--- src/sfq_pkg.sv ---
// Shared types, codes and defaults for the searchable FIFO queue.
`timescale 1ns / 1ps
`default_nettype none

package sfq_pkg;

   // Default number of entries the queue can hold.
   localparam int DefaultDepth = 16;

   // Field widths of the request and response words.
   localparam int OpWidth     = 3;
   localparam int ValueWidth  = 32;
   localparam int PosWidth    = 5;
   localparam int StatusWidth = 3;

   // Operation codes.
   localparam logic [OpWidth-1:0] OP_PUSH   = 3'd0;
   localparam logic [OpWidth-1:0] OP_POP    = 3'd1;
   localparam logic [OpWidth-1:0] OP_PEEK   = 3'd2;
   localparam logic [OpWidth-1:0] OP_SEARCH = 3'd3;
   localparam logic [OpWidth-1:0] OP_MAX    = 3'd4;
   localparam logic [OpWidth-1:0] OP_REMOVE = 3'd5;

   // Status codes.
   localparam logic [StatusWidth-1:0] ST_OK       = 3'd0;
   localparam logic [StatusWidth-1:0] ST_EMPTY    = 3'd1;
   localparam logic [StatusWidth-1:0] ST_FULL     = 3'd2;
   localparam logic [StatusWidth-1:0] ST_RANGE    = 3'd3;
   localparam logic [StatusWidth-1:0] ST_NOTFOUND = 3'd4;

   // Request word.
   typedef struct packed {
      logic [OpWidth-1:0]           operation;
      logic signed [ValueWidth-1:0] value;
      logic [PosWidth-1:0]          position;
   } req_type;

   // Response word.
   typedef struct packed {
      logic signed [ValueWidth-1:0] data;
      logic [PosWidth-1:0]          found_position;
      logic [StatusWidth-1:0]       status;
      logic [PosWidth-1:0]          length;
   } rsp_type;

   // Commands from the controller to the datapath.
   typedef struct packed {
      logic load;
      logic finish_check;
      logic walk_init;
      logic walk_step;
      logic finish_walk;
   } cmd_type;

   // Status from the datapath to the controller.
   typedef struct packed {
      logic pre_stop;
      logic walk_last;
   } stat_type;

endpackage

`default_nettype wire

--- src/sfq_ram.sv ---
// Generic single-write, single-read RAM with registered read data.
`timescale 1ns / 1ps
`default_nettype none

module sfq_ram #(
   parameter int WIDTH = 32,
   parameter int DEPTH = 16
) (
   input  wire                                      clock,
   input  wire                                      wr_en,
   input  wire [((DEPTH > 1) ? $clog2(DEPTH) : 1)-1:0] wr_addr,
   input  wire [WIDTH-1:0]                          wr_data,
   input  wire [((DEPTH > 1) ? $clog2(DEPTH) : 1)-1:0] rd_addr,
   output logic [WIDTH-1:0]                         rd_data
);

   logic [WIDTH-1:0] mem_ff [DEPTH];
   logic [WIDTH-1:0] rd_data_ff;

   // Write port.
   always_ff @(posedge clock) begin
      if (wr_en) begin
         mem_ff[wr_addr] <= wr_data;
      end
   end

   // Registered read port.
   always_ff @(posedge clock) begin
      rd_data_ff <= mem_ff[rd_addr];
   end

   assign rd_data = rd_data_ff;

endmodule

`default_nettype wire

--- src/sfq_ctrl.sv ---
// Controller state machine that sequences each queue operation.
`timescale 1ns / 1ps
`default_nettype none

module sfq_ctrl (
   input  wire                     clock,
   input  wire                     reset,
   input  wire                     start,
   input  wire sfq_pkg::stat_type  stat,
   output sfq_pkg::cmd_type        cmd,
   output logic                    busy,
   output logic                    rsp_valid
);
   import sfq_pkg::*;

   localparam logic [1:0] S_IDLE  = 2'd0;
   localparam logic [1:0] S_CHECK = 2'd1;
   localparam logic [1:0] S_WALK  = 2'd2;

   logic [1:0] state_ff, state_in;
   logic       valid_ff, valid_in;

   // Next state and commands.
   always_comb begin
      state_in = state_ff;
      cmd      = '0;
      case (state_ff)
         S_IDLE: begin
            if (start) begin
               cmd.load = 1'b1;
               state_in = S_CHECK;
            end
         end
         S_CHECK: begin
            if (stat.pre_stop) begin
               cmd.finish_check = 1'b1;
               state_in         = S_IDLE;
            end else begin
               cmd.walk_init = 1'b1;
               state_in      = S_WALK;
            end
         end
         S_WALK: begin
            cmd.walk_step = 1'b1;
            if (stat.walk_last) begin
               cmd.finish_walk = 1'b1;
               state_in        = S_IDLE;
            end
         end
         default: begin
            state_in = S_IDLE;
         end
      endcase
   end

   assign valid_in = cmd.finish_check | cmd.finish_walk;

   // State and response strobe registers.
   always_ff @(posedge clock) begin
      if (reset) begin
         state_ff <= S_IDLE;
         valid_ff <= 1'b0;
      end else begin
         state_ff <= state_in;
         valid_ff <= valid_in;
      end
   end

   assign busy      = (state_ff != S_IDLE);
   assign rsp_valid = valid_ff;

endmodule

`default_nettype wire

--- src/sfq_datapath.sv ---
// Datapath of the queue: pointers, entry store, walk counters and result register.
`timescale 1ns / 1ps
`default_nettype none

module sfq_datapath #(
   parameter int DEPTH = sfq_pkg::DefaultDepth
) (
   input  wire                     clock,
   input  wire                     reset,
   input  wire sfq_pkg::req_type   req_payload,
   input  wire sfq_pkg::cmd_type   cmd,
   output sfq_pkg::stat_type       stat,
   output sfq_pkg::rsp_type        rsp_payload
);
   import sfq_pkg::*;

   localparam int AW = (DEPTH > 1) ? $clog2(DEPTH) : 1;
   localparam int CW = $clog2(DEPTH + 1);
   localparam int XW = (CW > PosWidth) ? CW : PosWidth;

   // Captured request.
   logic [OpWidth-1:0]           op_ff;
   logic signed [ValueWidth-1:0] val_ff;
   logic [PosWidth-1:0]          pos_ff;

   // Queue pointers.
   logic [AW-1:0] head_ff, head_in;
   logic [CW-1:0] count_ff, count_in;

   // Walk counters.
   logic [CW-1:0] scan_ff, lag_ff, start_ff, end_ff;
   logic          lag_valid_ff;

   // Running result of the walk.
   logic signed [ValueWidth-1:0] acc_ff, acc_in;

   // Response register.
   rsp_type rsp_ff;

   // Memory ports.
   logic                  wr_en;
   logic [AW-1:0]         wr_addr;
   logic [ValueWidth-1:0] wr_data;
   logic [AW-1:0]         rd_addr;
   logic [ValueWidth-1:0] rd_raw;
   logic signed [ValueWidth-1:0] rd_data;

   // Precheck results.
   logic [StatusWidth-1:0] pre_status;
   logic                   pre_stop;
   logic [CW-1:0]          start_off, end_off;
   logic [XW-1:0]          count_x, pos_x;
   logic [PosWidth-1:0]    pos_less;

   // Walk results.
   logic is_first, hit, push_ok;

   // Store slot of an offset from the head, wrapped once.
   function automatic logic [AW-1:0] slot_of(input logic [AW-1:0] head,
                                             input logic [CW-1:0] off);
      logic [CW:0] sum;
      sum = (CW + 1)'(head) + (CW + 1)'(off);
      if (sum >= (CW + 1)'(DEPTH)) begin
         sum = sum - (CW + 1)'(DEPTH);
      end
      return sum[AW-1:0];
   endfunction

   assign count_x  = XW'(count_ff);
   assign pos_x    = XW'(pos_ff);
   assign pos_less = pos_ff - PosWidth'(1);

   // Error checks and walk bounds for the captured request.
   always_comb begin
      pre_status = ST_OK;
      pre_stop   = 1'b0;
      start_off  = '0;
      end_off    = '0;
      case (op_ff)
         OP_PUSH: begin
            pre_stop = 1'b1;
            if (count_ff == CW'(DEPTH)) begin
               pre_status = ST_FULL;
            end
         end
         OP_POP: begin
            if (count_ff == '0) begin
               pre_stop   = 1'b1;
               pre_status = ST_EMPTY;
            end
         end
         OP_PEEK: begin
            if (pos_x >= count_x) begin
               pre_stop   = 1'b1;
               pre_status = ST_RANGE;
            end else begin
               start_off = CW'(pos_ff);
               end_off   = CW'(pos_ff);
            end
         end
         OP_SEARCH: begin
            if (count_ff == '0) begin
               pre_stop   = 1'b1;
               pre_status = ST_NOTFOUND;
            end else begin
               end_off = count_ff - CW'(1);
            end
         end
         OP_MAX: begin
            if (count_ff == '0) begin
               pre_stop   = 1'b1;
               pre_status = ST_EMPTY;
            end else begin
               end_off = count_ff - CW'(1);
            end
         end
         OP_REMOVE: begin
            if (count_ff == '0) begin
               pre_stop   = 1'b1;
               pre_status = ST_EMPTY;
            end else if (pos_x == '0 || pos_x > count_x) begin
               pre_stop   = 1'b1;
               pre_status = ST_RANGE;
            end else begin
               start_off = CW'(pos_less);
               end_off   = count_ff - CW'(1);
            end
         end
         default: begin
            pre_stop   = 1'b1;
            pre_status = ST_RANGE;
         end
      endcase
   end

   assign push_ok = (op_ff == OP_PUSH) && (pre_status == ST_OK);

   // Element handling during the walk; the read data belongs to lag_ff.
   assign rd_data  = $signed(rd_raw);
   assign is_first = (lag_ff == start_ff);
   assign hit      = lag_valid_ff && (op_ff == OP_SEARCH) && (rd_data == val_ff);

   always_comb begin
      acc_in = acc_ff;
      if (lag_valid_ff) begin
         case (op_ff)
            OP_POP, OP_PEEK: begin
               acc_in = rd_data;
            end
            OP_MAX: begin
               if (is_first || (rd_data > acc_ff)) begin
                  acc_in = rd_data;
               end
            end
            OP_REMOVE: begin
               if (is_first) begin
                  acc_in = rd_data;
               end
            end
            default: begin
               acc_in = acc_ff;
            end
         endcase
      end
   end

   assign stat.pre_stop  = pre_stop;
   assign stat.walk_last = lag_valid_ff && ((lag_ff == end_ff) || hit);

   // Memory ports: push writes at the tail, removal shifts each later entry one place down.
   always_comb begin
      wr_en   = 1'b0;
      wr_addr = slot_of(head_ff, count_ff);
      wr_data = val_ff;
      if (cmd.finish_check && push_ok) begin
         wr_en = 1'b1;
      end else if (cmd.walk_step && lag_valid_ff && (op_ff == OP_REMOVE) && !is_first) begin
         wr_en   = 1'b1;
         wr_addr = slot_of(head_ff, lag_ff - CW'(1));
         wr_data = rd_raw;
      end
   end

   assign rd_addr = slot_of(head_ff, scan_ff);

   sfq_ram #(
      .WIDTH (ValueWidth),
      .DEPTH (DEPTH)
   ) u_ram (
      .clock   (clock),
      .wr_en   (wr_en),
      .wr_addr (wr_addr),
      .wr_data (wr_data),
      .rd_addr (rd_addr),
      .rd_data (rd_raw)
   );

   // Pointer updates at the end of an operation.
   always_comb begin
      head_in  = head_ff;
      count_in = count_ff;
      if (cmd.finish_check && push_ok) begin
         count_in = count_ff + CW'(1);
      end else if (cmd.finish_walk) begin
         if (op_ff == OP_POP) begin
            head_in  = slot_of(head_ff, CW'(1));
            count_in = count_ff - CW'(1);
         end else if (op_ff == OP_REMOVE) begin
            count_in = count_ff - CW'(1);
         end
      end
   end

   // Control registers.
   always_ff @(posedge clock) begin
      if (reset) begin
         head_ff      <= '0;
         count_ff     <= '0;
         lag_valid_ff <= 1'b0;
      end else begin
         head_ff  <= head_in;
         count_ff <= count_in;
         if (cmd.walk_init) begin
            lag_valid_ff <= 1'b0;
         end else if (cmd.walk_step) begin
            lag_valid_ff <= 1'b1;
         end
      end
   end

   // Request capture, walk counters and running result.
   always_ff @(posedge clock) begin
      if (cmd.load) begin
         op_ff  <= req_payload.operation;
         val_ff <= req_payload.value;
         pos_ff <= req_payload.position;
      end
      if (cmd.walk_init) begin
         scan_ff  <= start_off;
         start_ff <= start_off;
         end_ff   <= end_off;
      end else if (cmd.walk_step && !stat.walk_last) begin
         scan_ff <= scan_ff + CW'(1);
         lag_ff  <= scan_ff;
      end
      if (cmd.walk_step) begin
         acc_ff <= acc_in;
      end
   end

   // Response word.
   always_ff @(posedge clock) begin
      if (cmd.finish_check) begin
         rsp_ff.data           <= '0;
         rsp_ff.found_position <= '0;
         rsp_ff.status         <= pre_status;
         rsp_ff.length         <= PosWidth'(count_in);
      end else if (cmd.finish_walk) begin
         rsp_ff.data           <= (op_ff == OP_SEARCH) ? '0 : acc_in;
         rsp_ff.found_position <= hit ? PosWidth'(lag_ff + CW'(1)) : '0;
         rsp_ff.status         <= ((op_ff == OP_SEARCH) && !hit) ? ST_NOTFOUND : ST_OK;
         rsp_ff.length         <= PosWidth'(count_in);
      end
   end

   assign rsp_payload = rsp_ff;

endmodule

`default_nettype wire

--- src/searchable_fifo_queue.sv ---
// Top level of the searchable FIFO queue: controller plus datapath.
`timescale 1ns / 1ps
`default_nettype none

// A request word is taken when start is high and busy is low; exactly one
// response word follows, shown for one cycle with rsp_valid, and the receiver
// cannot stall it. Push and every rejected operation answer from the check
// state, without a walk. Pop and peek walk a single entry. Search, maximum and
// removal read the entry store one entry per cycle through its single read
// port: search walks until a hit or the whole length, maximum the whole length,
// and removal the entries from the position to the tail, writing each later
// entry one place down as it goes. busy stays high until the response is
// registered; a new request may be given in the cycle its predecessor's response
// is shown. The data of an entry never written is never used.
module searchable_fifo_queue #(
   parameter int DEPTH = sfq_pkg::DefaultDepth
) (
   input  wire                    clock,
   input  wire                    reset,
   input  wire                    start,
   input  wire sfq_pkg::req_type  req_payload,
   output logic                   busy,
   output logic                   rsp_valid,
   output sfq_pkg::rsp_type       rsp_payload
);
   import sfq_pkg::*;

   cmd_type  cmd;
   stat_type stat;

   sfq_ctrl u_ctrl (
      .clock     (clock),
      .reset     (reset),
      .start     (start),
      .stat      (stat),
      .cmd       (cmd),
      .busy      (busy),
      .rsp_valid (rsp_valid)
   );

   sfq_datapath #(
      .DEPTH (DEPTH)
   ) u_datapath (
      .clock       (clock),
      .reset       (reset),
      .req_payload (req_payload),
      .cmd         (cmd),
      .stat        (stat),
      .rsp_payload (rsp_payload)
   );

endmodule

`default_nettype wire

--- config.mk ---
export PLATFORM = sky130hd
export DESIGN_NAME = searchable_fifo_queue
export DESIGN_NICKNAME = d
export VERILOG_FILES = /design/src/sfq_pkg.sv /design/src/sfq_ram.sv /design/src/sfq_ctrl.sv /design/src/sfq_datapath.sv /design/src/searchable_fifo_queue.sv
export SDC_FILE = /design/constraint.sdc
export NUM_CORES = 1
export LEC_CHECK = 0
export BUFFER_PORTS_ARGS = -buffer_cell sky130_fd_sc_hd__buf_2
export CAP_MARGIN = 25
export CORE_MARGIN = 2
export CORE_UTILIZATION = 56
export DETAILED_ROUTE_END_ITERATION = 10
export PLACE_DENSITY = 0.76
export SYNTH_ARGS = -nofsm -noshare
export SYNTH_HDL_FRONTEND = slang
export SYNTH_HIERARCHICAL = 1
export SYNTH_SLANG_ARGS = --single-unit
--- constraint.sdc ---
create_clock -name clock -period 6.1 [get_ports clock]
set_input_delay 1.83 -clock clock [delete_from_list [all_inputs] [get_ports clock]]
set_output_delay 1.83 -clock clock [all_outputs]
set_load 0.02 [all_outputs]
==> results.ini <==
[status]
status=completed

[yosys]
yosys_warnings=6
syn_avg_cell_area_sq_um=17.0
synth_top_area_share_pct=64.7
ys_ff_latch=694
seq_area_frac_synth_pct=70.5
synth_ff_type=edfxtp_1
yosysTopAreaCell=edfxtp_1
synth_most_common_cell=edfxtp_1
synth_nets=1771
ys_types=62
netlist_top_cells_area=edfxtp_1 65%, mux4_2 10%, dfxtp_1 5.8%
synth_common_cells=612 x edfxtp_1, 135 x nand2_1, 128 x mux4_2
netlist_instances=1672
synth-edff-count=612
syn_area_sq_um=28400
synth-async-reset-ratio_pct=0

[power]
swShare_pct=20.6
pwr-share-clk_pct=43.6
internal_power_mw=7.71
seqPwrFrac_pct=54.0
power_mw=9.71
pwr-share-comb_pct=2.4
ir_drop_uv=235
p_switching_mw=2.00
power.density_nw_per_um2=303
p_leak_nw=10.9

[timing]
maxSlewHeadroom_pct=31.3
fin_crit_ns=5.24
finalClockSkew_ns=0.0303
max_freq_mhz=191
finalSetupTns_ns=0
finalSetupViolCount=0
finalHoldViolCount=0
fin_crit_sh_pct=85.8
fin_ws_ns=0.864
tightestPinTransition_ns=1.03
slew_violations=0
rsz0062_at_grt=false

[floorplan]
io_pins=90
rows=82
die_y_um=229
die_area_sq_um=52500
die_w_um=229
initial_core_util_pct=56.7
core_area_sq_um=50100

[global_routing]
grt_pass1_wl_um=98500
antenna_found_initial=2
grt_pass1_vias=15700
grt_usage_pct=25.3
grt_max_degree=94
grt_overflow=0

[clocking]
tritoncts=yes
cts_sinks=694
clockBufferDepth=3
htreeDepth=3
cts_setup_buffers=0
insertion_delay_ns=0.62
cts_resized=0
cts_root_buf=clkbuf_16
clkTransAtPathRegs_ns=0.05
cts_hold_buf=0
cts_buffers=70

[worst_hold_path]
hold_class=reg -> reg
hold_path_end=u_datapath/rsp_payload[12]
hold_path.startpoint=u_datapath/rsp_payload[12]
holdPathStages=2

[critical_path]
path_cells=inv_1, ha_1, nor2b_1, o21a_1, o21a_1, o21ai_1, a22oi_2, o21ai_0, a211oi_1, inv_1, nor2_1, and2_1, o21ai_0, nand2_1, nand3_1, nor2_4, buf_4
path_max_fanout=21
crit_type=reg -> reg
critPathMaxStageDelay_ns=0.67
startpoint_type=register
crit_required_ns=6.41
worstPathArrival_ns=5.54
cp-end-kind=register
r2r_end=u_datapath/u_ram/mem_ff[15][31]
r2r-start=u_datapath/count_ff[1]
r2r_slack_ns=0.86
slowest_stage=nor2_4
reg2reg_depth=17

[run]
drv_cap=0

[drt]
first_pass_iters=6
wire_per_inst_um=26.0
drt-initial-drc-count=2091
post_drt_via_cell_ratio=6.24
drt-total-wl_um=65100
drc=0
vias=15600
drtAntennaViolNets=0

[final_layout]
drive_above_1_share_pct=23.9
n_antenna_cell=0
nNetsFinal=1879
fill_cells=3442
finish.instance_area_sq_um=32000
syn_to_final_growth_pct=12.7
utilization_pct=63.9

[placed_design]
place.gp.congestion=0.843
place_area_sq_um=29700
preCtsSetupSlack_ns=1.03
hpwl_um=39500
portBuffers=89

per-layer routing:
metal	global-route usage (%)	wire, um
met1	35.2	26100
met3	4.13	5580
met4	8.97	1850
met2	40.9	31600
met5	0	0
power groups by stage:
stage          Clock (mW)  Sequential, mW  Combinational, mW
6_report             4.23            5.24              0.235
2_1_floorplan           0            5.32              0.143
4_1_cts              4.30            5.24              0.234
5_1_grt              4.47            5.24              0.254
3_5_place_dp            0            5.34              0.232
3_3_place_gp            0            5.34              0.223
cell type report:
class | count | area, sq um | share of cell area (%)
Sequential cell | 694 | 20000 | 62.6
Multi-Input combinational cell | 835 | 7860 | 24.6
Clock buffer | 94 | 1950 | 6.11
Tap cell | 672 | 841 | 2.63
Timing Repair Buffer | 126 | 786 | 2.46
Clock inverter | 33 | 335 | 1.05
Inverter | 53 | 201 | 0.630
registers in the layout, indices dropped and copies added (netlist names), 2 cells and up:
register,flops
u_datapath/pos_ff,5
u_datapath/start_ff,5
u_datapath/lag_ff,5
u_datapath/u_ram/rd_data,32
u_datapath/val_ff,32
u_datapath/scan_ff,5
u_datapath/u_ram/mem_ff,512
u_datapath/rsp_payload,45
u_datapath/end_ff,5
u_datapath/count_ff,5
u_ctrl/state_ff,2
u_datapath/acc_ff,32
u_datapath/head_ff,4
u_datapath/op_ff,3
worst max-delay path by stage:
stage / start / to / slack [ns] / cells past startpoint
6_report: u_datapath/count_ff[1] / u_datapath/u_ram/mem_ff[15][31] / 0.86 / 17
5_1_grt: u_datapath/count_ff[1] / u_datapath/u_ram/mem_ff[15][24] / 0.45 / 17
4_1_cts: u_datapath/count_ff[1] / u_datapath/u_ram/mem_ff[15][31] / 0.99 / 17
3_5_place_dp: u_datapath/count_ff[1] / u_datapath/u_ram/mem_ff[15][16] / 1.03 / 17
3_3_place_gp: u_datapath/count_ff[1] / u_datapath/u_ram/mem_ff[15][15] / 1.11 / 17
2_1_floorplan: u_ctrl/state_ff[1] / u_datapath/u_ram/mem_ff[8][0] / 0.26 / 9
stage by stage:
step / hold WS (ns) / std cells
after floorplan: 0.449 / 1672
after global placement: 0.428 / 2377
after detailed placement: 0.440 / 2378
after CTS: 0.453 / 2505
after global routing: 0.486 / 2507
final: 0.453 / 2507
logic make-up after synthesis:
logic type	after synthesis	synth area share, %
buffers and inverters	143	2.42
xor gates and xnor gates	69	2.13
muxes	163	11.5
adders and majority gates	56	2.55
AOI/OAI and AO/OA	215	5.35
DFF	694	70.5
and+or+nand+nor	332	5.49
placed cells by master, fill, tap and decap left out, types with 17 or more instances in the layout:
master and instances:
a21oi_1 22, o21ai_0 17, dfxtp_1 82, xor2_1 29
nand3_1 76, mux2_2 30, inv_1 52, mux4_2 128
ha_1 52, clkbuf_16 72, o211ai_1 20, o21ai_1 35
nor2_1 24, xnor2_1 40, a22oi_1 64, buf_4 32
edfxtp_1 612, buf_2 89, nand2_1 135
worst max-delay path: cells and delay by family, from the launching register on:
family / cells / cell delay (ns)
adders and majority gates: 1 / 0.31
buffers and inverters: 3 / 0.59
AOI/OAI and AO/OA: 7 / 1.56
and+or+nand+nor: 6 / 2.07
DFF: 1 / 0.40
(Power assumes the default switching activity.)
